--- src/rtl/dlfs_pkg.sv ---
`timescale 1ns / 1ps
package dlfs_pkg;

    localparam logic [7:0] OP_VERTEX     = 8'h01;
    localparam logic [7:0] OP_SET_IMAGE  = 8'hFD;
    localparam logic [7:0] OP_LOAD_BLOCK = 8'hF3;
    localparam logic [7:0] OP_LOAD_PAL   = 8'hF0;
    localparam logic [7:0] OWN_SEGMENT   = 8'h0E;

    localparam logic [1:0] SIZE_4B  = 2'd0;
    localparam logic [1:0] SIZE_8B  = 2'd1;
    localparam logic [1:0] SIZE_16B = 2'd2;
    localparam logic [1:0] SIZE_32B = 2'd3;

    localparam logic [1:0] KIND_VERTEX = 2'd0;
    localparam logic [1:0] KIND_BYTES  = 2'd1;
    localparam logic [1:0] KIND_HALVES = 2'd2;

    localparam int OFFSET_W = 24;
    localparam int LEN_W    = 14;
    localparam int BLOB_W   = 25;
    localparam logic [BLOB_W-1:0] BLOB_RESET = 25'h100_0000;

    typedef struct packed {
        logic                fit_only;
        logic [OFFSET_W-1:0] offset;
        logic [LEN_W-1:0]    len;
        logic [1:0]          kind;
    } job_t;

endpackage

--- src/rtl/display_list_fixup_scanner_core.sv ---
`timescale 1ns / 1ps
// Display-list fixup scanner.
// Input queue side: one 64-bit command per beat on command_high/command_low with
// start_of_blob, taken at a clock edge where push is high and full is low.
// Result queue side: while empty is low, region_offset/region_bytes/fixup_kind
// show the oldest region; it leaves at an edge where pop is high.
// A command yields zero or one region; commands without a region leave no trace
// on the result side.
// Write blob_bytes via blob_bytes_wr only while idle; the block does not enforce this.
// Decode writes the two-entry job queue at the edge that takes a command beat;
// the bounds stage then registers the region from the queue head.
// Throughput: one command per cycle, sustained while pop keeps up.
// When pop stalls, the bounds stage holds its result, the job queue fills, and
// full rises once two jobs are waiting behind it; region-free commands are
// still refused then.
// Reset clears the pending texture, empties both queues and sets blob_bytes to
// 16777216.
module display_list_fixup_scanner_core (
    input  logic        clk,
    input  logic        rst_n,
    input  logic        push,
    output logic        full,
    input  logic        start_of_blob,
    input  logic [31:0] command_high,
    input  logic [31:0] command_low,
    output logic        empty,
    input  logic        pop,
    output logic [23:0] region_offset,
    output logic [13:0] region_bytes,
    output logic [1:0]  fixup_kind,
    input  logic        blob_bytes_wr,
    input  logic [24:0] blob_bytes
);

    logic           accept;
    logic           job_push;
    dlfs_pkg::job_t job;
    logic           q_valid;
    logic           q_full;
    dlfs_pkg::job_t q_data;
    logic           take;

    assign full   = q_full;
    assign accept = push && !q_full;

    dlfs_front u_front (
        .clk           (clk),
        .rst_n         (rst_n),
        .accept        (accept),
        .start_of_blob (start_of_blob),
        .command_high  (command_high),
        .command_low   (command_low),
        .job_push      (job_push),
        .job           (job)
    );

    dlfs_queue u_queue (
        .clk       (clk),
        .rst_n     (rst_n),
        .push      (job_push),
        .push_data (job),
        .take      (take),
        .q_valid   (q_valid),
        .q_full    (q_full),
        .q_data    (q_data)
    );

    dlfs_back u_back (
        .clk           (clk),
        .rst_n         (rst_n),
        .blob_bytes_wr (blob_bytes_wr),
        .blob_bytes    (blob_bytes),
        .q_valid       (q_valid),
        .q_data        (q_data),
        .take          (take),
        .empty         (empty),
        .pop           (pop),
        .region_offset (region_offset),
        .region_bytes  (region_bytes),
        .fixup_kind    (fixup_kind)
    );

endmodule

--- src/rtl/dlfs_front.sv ---
`timescale 1ns / 1ps
module dlfs_front (
    input  logic                 clk,
    input  logic                 rst_n,
    input  logic                 accept,
    input  logic                 start_of_blob,
    input  logic [31:0]          command_high,
    input  logic [31:0]          command_low,
    output logic                 job_push,
    output dlfs_pkg::job_t       job
);

    logic                          pending_valid_reg, pending_valid_next;
    logic [dlfs_pkg::OFFSET_W-1:0] pending_offset_reg, pending_offset_next;
    logic [1:0]                    pending_size_reg, pending_size_next;

    logic [7:0]  op;
    logic [7:0]  seg;
    logic        pv_eff;
    logic [7:0]  count;
    logic [12:0] texels;
    logic [13:0] tex_span;
    logic [14:0] tex_round;
    logic [10:0] entries;
    logic [12:0] pal_round;
    logic        emit;

    always_comb
    begin
        op        = command_high[31:24];
        seg       = command_low[31:24];
        pv_eff    = pending_valid_reg & ~start_of_blob;
        count     = command_high[19:12];
        texels    = {1'b0, command_low[23:12]} + 13'd1;
        tex_span  = {1'b0, texels};
        case (pending_size_reg)
            dlfs_pkg::SIZE_4B:  tex_span = {2'b00, 12'((texels + 13'd1) >> 1)};
            dlfs_pkg::SIZE_8B:  tex_span = {1'b0, texels};
            default:            tex_span = {texels, 1'b0};
        endcase
        tex_round = ({1'b0, tex_span} + 15'd3) & ~15'd3;
        entries   = {1'b0, command_low[23:14]} + 11'd1;
        pal_round = ({1'b0, entries, 1'b0} + 13'd3) & ~13'd3;

        pending_valid_next  = pv_eff;
        pending_offset_next = pending_offset_reg;
        pending_size_next   = pending_size_reg;
        emit                = 1'b0;
        job.fit_only        = 1'b0;
        job.offset          = pending_offset_reg;
        job.len             = tex_round[13:0];
        job.kind            = dlfs_pkg::KIND_BYTES;

        unique case (op)
            dlfs_pkg::OP_VERTEX:
            begin
                job.fit_only = 1'b1;
                job.offset   = command_low[23:0];
                job.len      = {2'b00, count, 4'b0000};
                job.kind     = dlfs_pkg::KIND_VERTEX;
                emit         = (seg == dlfs_pkg::OWN_SEGMENT) && (count != 8'd0);
            end
            dlfs_pkg::OP_SET_IMAGE:
            begin
                if (seg == dlfs_pkg::OWN_SEGMENT)
                begin
                    pending_valid_next  = 1'b1;
                    pending_offset_next = command_low[23:0];
                    pending_size_next   = command_high[20:19];
                end
                else
                begin
                    pending_valid_next = 1'b0;
                end
            end
            dlfs_pkg::OP_LOAD_BLOCK:
            begin
                pending_valid_next = 1'b0;
                emit     = pv_eff && (pending_size_reg != dlfs_pkg::SIZE_32B);
                job.kind = (pending_size_reg == dlfs_pkg::SIZE_16B) ?
                           dlfs_pkg::KIND_HALVES : dlfs_pkg::KIND_BYTES;
            end
            dlfs_pkg::OP_LOAD_PAL:
            begin
                pending_valid_next = 1'b0;
                emit     = pv_eff;
                job.len  = {1'b0, pal_round};
                job.kind = dlfs_pkg::KIND_HALVES;
            end
            default:
            begin
                emit = 1'b0;
            end
        endcase

        job_push = accept && emit;
    end

    always_ff @(posedge clk or negedge rst_n)
    begin
        if (!rst_n)
        begin
            pending_valid_reg  <= 1'b0;
            pending_offset_reg <= '0;
            pending_size_reg   <= dlfs_pkg::SIZE_4B;
        end
        else if (accept)
        begin
            pending_valid_reg  <= pending_valid_next;
            pending_offset_reg <= pending_offset_next;
            pending_size_reg   <= pending_size_next;
        end
    end

endmodule

--- src/rtl/dlfs_queue.sv ---
`timescale 1ns / 1ps
module dlfs_queue (
    input  logic           clk,
    input  logic           rst_n,
    input  logic           push,
    input  dlfs_pkg::job_t push_data,
    input  logic           take,
    output logic           q_valid,
    output logic           q_full,
    output dlfs_pkg::job_t q_data
);

    dlfs_pkg::job_t entries_reg [2];
    logic           wr_ptr_reg, wr_ptr_next;
    logic           rd_ptr_reg, rd_ptr_next;
    logic [1:0]     count_reg, count_next;

    always_comb
    begin
        q_valid     = (count_reg != 2'd0);
        q_full      = (count_reg == 2'd2);
        q_data      = entries_reg[rd_ptr_reg];
        wr_ptr_next = push ? ~wr_ptr_reg : wr_ptr_reg;
        rd_ptr_next = take ? ~rd_ptr_reg : rd_ptr_reg;
        count_next  = count_reg + {1'b0, push} - {1'b0, take};
    end

    always_ff @(posedge clk or negedge rst_n)
    begin
        if (!rst_n)
        begin
            wr_ptr_reg <= 1'b0;
            rd_ptr_reg <= 1'b0;
            count_reg  <= 2'd0;
        end
        else
        begin
            wr_ptr_reg <= wr_ptr_next;
            rd_ptr_reg <= rd_ptr_next;
            count_reg  <= count_next;
        end
    end

    always_ff @(posedge clk)
    begin
        if (push)
        begin
            entries_reg[wr_ptr_reg] <= push_data;
        end
    end

endmodule

--- src/rtl/dlfs_back.sv ---
`timescale 1ns / 1ps
module dlfs_back (
    input  logic                          clk,
    input  logic                          rst_n,
    input  logic                          blob_bytes_wr,
    input  logic [dlfs_pkg::BLOB_W-1:0]   blob_bytes,
    input  logic                          q_valid,
    input  dlfs_pkg::job_t                q_data,
    output logic                          take,
    output logic                          empty,
    input  logic                          pop,
    output logic [dlfs_pkg::OFFSET_W-1:0] region_offset,
    output logic [dlfs_pkg::LEN_W-1:0]    region_bytes,
    output logic [1:0]                    fixup_kind
);

    logic [dlfs_pkg::BLOB_W-1:0]   blob_reg;
    logic                          out_valid_reg, out_valid_next;
    logic [dlfs_pkg::OFFSET_W-1:0] offset_reg;
    logic [dlfs_pkg::LEN_W-1:0]    len_reg, len_next;
    logic [1:0]                    kind_reg;
    logic [dlfs_pkg::BLOB_W-1:0]   end_pos;
    logic [dlfs_pkg::BLOB_W-1:0]   room;
    logic                          emit;

    always_comb
    begin
        take    = q_valid && (!out_valid_reg || pop);
        end_pos = {1'b0, q_data.offset} + {11'd0, q_data.len};
        room    = blob_reg - {1'b0, q_data.offset};
        len_next = q_data.len;
        if (q_data.fit_only)
        begin
            emit = (end_pos <= blob_reg);
        end
        else
        begin
            emit = ({1'b0, q_data.offset} <= blob_reg);
            if (end_pos > blob_reg)
            begin
                len_next = room[dlfs_pkg::LEN_W-1:0];
            end
        end
        out_valid_next = out_valid_reg;
        if (take)
        begin
            out_valid_next = emit;
        end
        else if (pop)
        begin
            out_valid_next = 1'b0;
        end
        empty         = !out_valid_reg;
        region_offset = offset_reg;
        region_bytes  = len_reg;
        fixup_kind    = kind_reg;
    end

    always_ff @(posedge clk or negedge rst_n)
    begin
        if (!rst_n)
        begin
            blob_reg      <= dlfs_pkg::BLOB_RESET;
            out_valid_reg <= 1'b0;
        end
        else
        begin
            if (blob_bytes_wr)
            begin
                blob_reg <= blob_bytes;
            end
            out_valid_reg <= out_valid_next;
        end
    end

    always_ff @(posedge clk)
    begin
        if (take && emit)
        begin
            offset_reg <= q_data.offset;
            len_reg    <= len_next;
            kind_reg   <= q_data.kind;
        end
    end

endmodule

--- config.mk ---
export PLATFORM = sky130hd
export DESIGN_NAME = display_list_fixup_scanner_core
export DESIGN_NICKNAME = d
export VERILOG_FILES = /design/src/rtl/dlfs_pkg.sv /design/src/rtl/display_list_fixup_scanner_core.sv /design/src/rtl/dlfs_front.sv /design/src/rtl/dlfs_queue.sv /design/src/rtl/dlfs_back.sv
export SDC_FILE = /design/constraint.sdc
export NUM_CORES = 1
export LEC_CHECK = 0
export BUFFER_PORTS_ARGS = -buffer_cell sky130_fd_sc_hd__clkbuf_2
export CORE_MARGIN = 1
export CORE_UTILIZATION = 62
export CTS_CLUSTER_SIZE = 25
export DETAILED_ROUTE_END_ITERATION = 10
export PLACE_DENSITY = 0.9
export SYNTH_ARGS = -nofsm -noshare
export SYNTH_HDL_FRONTEND = slang
export SYNTH_SLANG_ARGS = --single-unit
--- constraint.sdc ---
create_clock -name clk -period 10.8 [get_ports clk]
set_input_delay 1.62 -clock clk [delete_from_list [all_inputs] [get_ports clk]]
set_output_delay 1.62 -clock clk [all_outputs]
set_load 0.05 [all_outputs]
==> Word level (Yosys, flattened, before mapping) <==
Memories as Yosys holds them, arrays and structs flattened.
Cells that the tools add are included.
{ "word_totals": {"regBits": 97, "in_bits": 95, "output_inout_bits": 42, "mem_bits_rw": 82, "memories": 1, "word_cells": 67} }
{ "mem_list": {"columns": ["memory", "depth", "width", "rd", "rd_clocked_by_memory_dff", "write_ports", "line", "rtl"], "rows": [
  ["u_queue.entries_reg", 2, 41, 1, 0, 1, "dlfs_queue.sv:13", "dlfs_pkg::job_t entries_reg [2];"]
]} }
{ "classes": {"muxes": 15, "magnitude_cmp": 3, "bitwise_logic": 4, "eq_ne": 9, "add_sub_neg": 9, "reduce_logical": 15} }
{ "ops": {"columns": ["operator", "n"], "rows": [
  ["14-bit one-hot mux with 2 select lines", 2],
  ["14-bit two-way mux", 2],
  ["24-bit by 14-bit adder with 25-bit output", 1],
  ["25-bit greater-than comparator", 1],
  ["24-bit by 25-bit less-or-equal comparator with 1-bit output", 1],
  ["25-bit less-or-equal comparator", 1],
  ["25-bit two-way mux", 1],
  ["8-bit equality test (second input constant)", 3],
  ["14-bit by 2-bit adder with 14-bit output (second input constant)", 1],
  ["14-bit subtractor", 1],
  ["12-bit by 1-bit adder with 13-bit output (second input constant)", 1],
  ["12-bit by 2-bit adder with 13-bit output (second input constant)", 1],
  ["13-bit by 1-bit adder with 13-bit output (second input constant)", 1],
  ["10-bit by 1-bit adder with 11-bit output (second input constant)", 1],
  ["8-bit by 1-bit equality test with 1-bit output (second input constant)", 1],
  ["8-bit by 4-bit equality test with 1-bit output (second input constant)", 1],
  ["8-bit nonzero test", 1],
  ["1-bit logical AND", 6],
  ["1-bit two-way mux", 6],
  ["2-bit one-hot mux with 3 select lines", 1],
  ["2-bit equality test (second input constant)", 2],
  ["2-bit nonzero test", 2],
  ["1-bit inverter", 3],
  ["1-bit one-hot mux with 3 select lines", 1],
  ["other kinds (12)", 13]
]} }

==> Longest topological paths before layout <==
{ "logic_depth": {"depth_word": 7, "depth_mapped": 28, "depth_no_buf": 23} }

==> Modules after synthesis <==
A second synthesis with hierarchy kept.
{ "unflattened": {"hier_cells": 1020, "area_unflattened_um2": 11329.6} }
{ "modules_own_cells": {"columns": ["module", "seq_area_each_um2", "cells_per_inst", "area_per_inst_um2", "instances"], "rows": [
  ["dlfs_back", 1853.0, 507, 4890.9, 1],
  ["dlfs_queue", 2562.5, 143, 3360.7, 1],
  ["dlfs_front", 675.6, 369, 3064.2, 1],
  ["display_list_fixup_scanner_core", 0.0, 1, 13.8, 1]
]} }

==> Least setup slack after synthesis <==
No wires, ideal clock.
{ "synth_path": {"path_type": "flip-flop to flip-flop", "from": "register u_queue.rd_ptr_reg", "to": "register u_back.kind_reg[0], in the netlist u_back.fixup_kind[0], enable pin", "setup_slack_ps": 3471, "path_buffers": 4, "required_ps": 10363, "synth_period_minus_slack_ps": 7329, "t_arrival_ps": 6892, "stages_incl_launch_ff": 24, "cell_sequence": "dfrtp_1 clkbuf_1 buf_1 clkbuf_1 clkbuf_1 mux2i_1 inv_1 ha_1 o21ai_0 a21boi_0 o21ai_0 a21oi_1 a41oi_1 a211o_1 nor3_1 xnor2_1 ha_1 a21o_1 a21o_1 a21oi_1 o21ai_0 or3_1 and4b_1 nor2_1"} }
{ "synth_lines": {"columns": ["element", "line", "rtl"], "rows": [
  ["start, declared", "dlfs_queue.sv:15", "logic rd_ptr_reg, rd_ptr_next;"],
  ["start signal, assigned", "dlfs_queue.sv:39", "rd_ptr_reg <= rd_ptr_next;"],
  ["end signal, assigned", "dlfs_back.sv:82", "kind_reg <= q_data.kind;"],
  ["end, declared", "dlfs_back.sv:21", "logic [1:0] kind_reg;"]
]} }

==> out/qor.txt <==
Row cnt = 47
Mux share of post-synthesis cell area = 0.0786
Warnings from Yosys = 0
Initial antenna violation count = 0
Cell leakage power = 5.27 nW
Wire per inst = 19.1 microns
Synth Area in Simple Gates = 0.142
Share of cells above drive strength 1 = 0.205
Endpoint class of the critical path = flop
Ys flop type = edfxtp_1
Kind of critical path = flop to flop
Post-detail-place hpwl = 18.4 mm
Synthesized area = 10,800 sq um
Setup TNS = 0 ns
Largest net degree at the start of global routing = 58
Hold_ws = 0.508 ns
First-pass GRT wire length = 41.6 mm
Post-Synth Adder-Cell Area = 0.0941
Number of flops mapped to enable cells by yosys = 118
Max-slew violation count = 0
Vias in the first global route = 8,057
M1 GR Usage = 0.399
Nets@finish = 1,306
CP Data Required Time = 10.85 ns
P&R area growth vs syn = 12.3%
Final wirelength = 26.1 mm
Async set-reset flop share out of synthesis = 0.326
Synth cell types = 78
Grt met3 use = 0.0646
CTS Hold Bufs = 0
Final GP Congestion = 0.943
RSZ-0062 raised after global routing = no
Number of H-tree levels = 4
Final core occ = 0.721
DR pass1 iterations = 5
Worst Setup Start Kind = flop
Chip height = 134 microns
Final critical-path required period = 6.97 ns
Clock transition at the registers of the reported paths = 0.07 ns
GR Layer Usage met2 = 0.492
Syn_nets = 1,204
Via-to-Cell Ratio = 6.20
Max FFs per register = 78
Final period util = 0.646
VDD IR-drop max = 0.000174 V
Area after DPL = 11,500 sq um
Setup Skew = 0.00857 ns
Register area share after synthesis = 0.461
Overflow left after global routing = 0
Final Cell Area = 12,100 sq um
Pwr/cell area = 249 nW/um^2
Most Crowded Layer GR = met2
Post-CTS Resized = 0
Total GRT Usage = 0.304
Outcome = completed
Largest family of logic cells by synthesized area = simple AND/OR/NAND/NOR gates
Tot Pwr = 0.00302 W
Worst slew pin tran = 1.17 ns
Fmax = 143 MHz
Synth Instances = 1,029
Synthesized flop and latch total = 175
Max-slew headroom = 0.221
Full die area = 17,900 sq um
Core area = 16,800 sq um
Crit path max fanout = 42
Synth Area in XOR/XNOR = 0.0511
Final ANT Viol Nets = 0
Clock Latency Late Sink = 0.44 ns
Max-cap viol count = 0
DR vias = 8,462
Ant. Diodes = 0
Area fraction in compound gates after synthesis = 0.131
Total CTS buffers = 17
I/O pin count = 137
CTS tree = yes
Drc violations = 0
Chip Width = 134 microns
Hold Crit Depth = 1
# port buffers = 121
Initial Util = 0.642
Final Hold Vio Count = 0
Avg Cell Area, Syn = 10.5 sq um
Worst hold path class = flop to flop
Reg2Reg Depth = 22
Crit path DAT = 7.02 ns
Root Driver = clkbuf_16
Clock buffer depth = 2
1st-iter DRT viols = 849
Sink Count = 175
Count of final setup violators = 0
Post-CTS Setup Bufs = 0
[cells by family (layout without fill, tap and decap cells)]
| family | after synthesis | in the layout |
|---|---|---|
| adder cells (fa/ha/maj) | 80 | 80 |
| multiplexers | 78 | 78 |
| XOR/XNOR | 63 | 63 |
| buffers and inverters | 114 | 229 |
| AND/OR/NAND/NOR | 303 | 303 |
| flip-flops | 175 | 175 |
| AO/OA/AOI/OAI | 216 | 216 |
[metal layers]
layer	wire length (microns)	share of wire	vias to the layer above
met5	0	0	-
met4	794	0.030	0
met3	1960	0.075	69
met2	12400	0.48	417
met1	10900	0.42	4025
li1	-	-	3951
[Yosys cell counts (14+ instances only)]
cell / instances / share of area
nand4_1: 21 / 0.012
mux2_2: 54 / 0.056
o21ai_0: 61 / 0.028
inv_1: 71 / 0.025
nand3_1: 18 / 0.0083
mux2i_1: 24 / 0.022
dfrtp_1: 56 / 0.13
xnor2_1: 39 / 0.032
xor2_1: 24 / 0.019
nor4_1: 14 / 0.0081
a21oi_1: 44 / 0.020
nor3_1: 20 / 0.0093
clkbuf_1: 32 / 0.011
nor2_1: 41 / 0.014
nand2_1: 120 / 0.042
edfxtp_1: 118 / 0.33
nor2b_1: 18 / 0.010
ha_1: 78 / 0.090
a21o_1: 31 / 0.022
[power by group]
part           switching (W)  internal [W]  total [W]
clock               0.000270      0.000326   0.000597
sequential         0.0000621      0.000860   0.000922
combinational       0.000973      0.000529    0.00150
[critical path, stage by stage, from the launching register on]
cell and delay, ns:
dfrtp_2 1.09, mux2i_1 0.28, inv_1 0.18, ha_1 0.18, inv_1 0.06, fa_1 0.41, nor2b_1 0.16, o21ai_0 0.14
a21boi_0 0.26, o21ai_0 0.14, a21oi_1 0.21, a41oi_1 0.18, a211o_1 0.40, nor3_1 0.25, xnor2_1 0.17, ha_1 0.27
a21o_1 0.18, a21o_1 0.17, a21oi_1 0.14, o21ai_0 0.13, or3_1 0.42, and4b_1 0.23, nor2_4 0.90
[layout by cell type, fill, tap and decap left out, drive strengths merged, types with 18 or more instances in the layout]
master / count
nand2: 120
dfrtp: 56
nor3: 21
inv: 78
clkbuf: 139
mux2i: 24
xor2: 24
nand4: 22
nand3: 19
ha: 78
a21oi: 45
a21o: 31
edfxtp: 118
xnor2: 39
nor2: 41
nor2b: 18
o21ai: 64
mux2: 54
[path summary, 6_finish.rpt]
path                                                               to                                        from  slack, ns
max in group asynchronous              u_queue.rd_ptr_reg$_DFFE_PN0P_                                       rst_n       8.85
min reg2reg                u_front.pending_offset_reg[11]$_DFFE_PN0P_  u_front.pending_offset_reg[11]$_DFFE_PN0P_       0.51
max                                 u_back.region_offset[0]$_DFFE_PP_              u_queue.rd_ptr_reg$_DFFE_PN0P_       3.83
max reg2reg                         u_back.region_offset[0]$_DFFE_PP_              u_queue.rd_ptr_reg$_DFFE_PN0P_       3.83
min in group asynchronous   u_front.pending_offset_reg[0]$_DFFE_PN0P_                                       rst_n       1.34
min                        u_front.pending_offset_reg[11]$_DFFE_PN0P_  u_front.pending_offset_reg[11]$_DFFE_PN0P_       0.51
[cell type report]
| class | instances | area (sq um) |
|---|---|---|
| tap | 220 | 275 |
| sequential | 175 | 4970 |
| clock inverter | 14 | 150 |
| multi-input combinational | 740 | 5390 |
| fill | 1145 | 4700 |
| inverter | 72 | 270 |
| timing repair buffer | 125 | 636 |
| clock buffer | 18 | 429 |
[per-stage QoR]
stage          cells  worst slack (ns)
2_1_floorplan   1029              3.47
3_3_place_gp    1332              4.19
3_5_place_dp    1332              4.03
4_1_cts         1364              3.91
5_1_grt         1364              3.42
6_report        1364              3.83
Power figures use the tool's default switching activity.
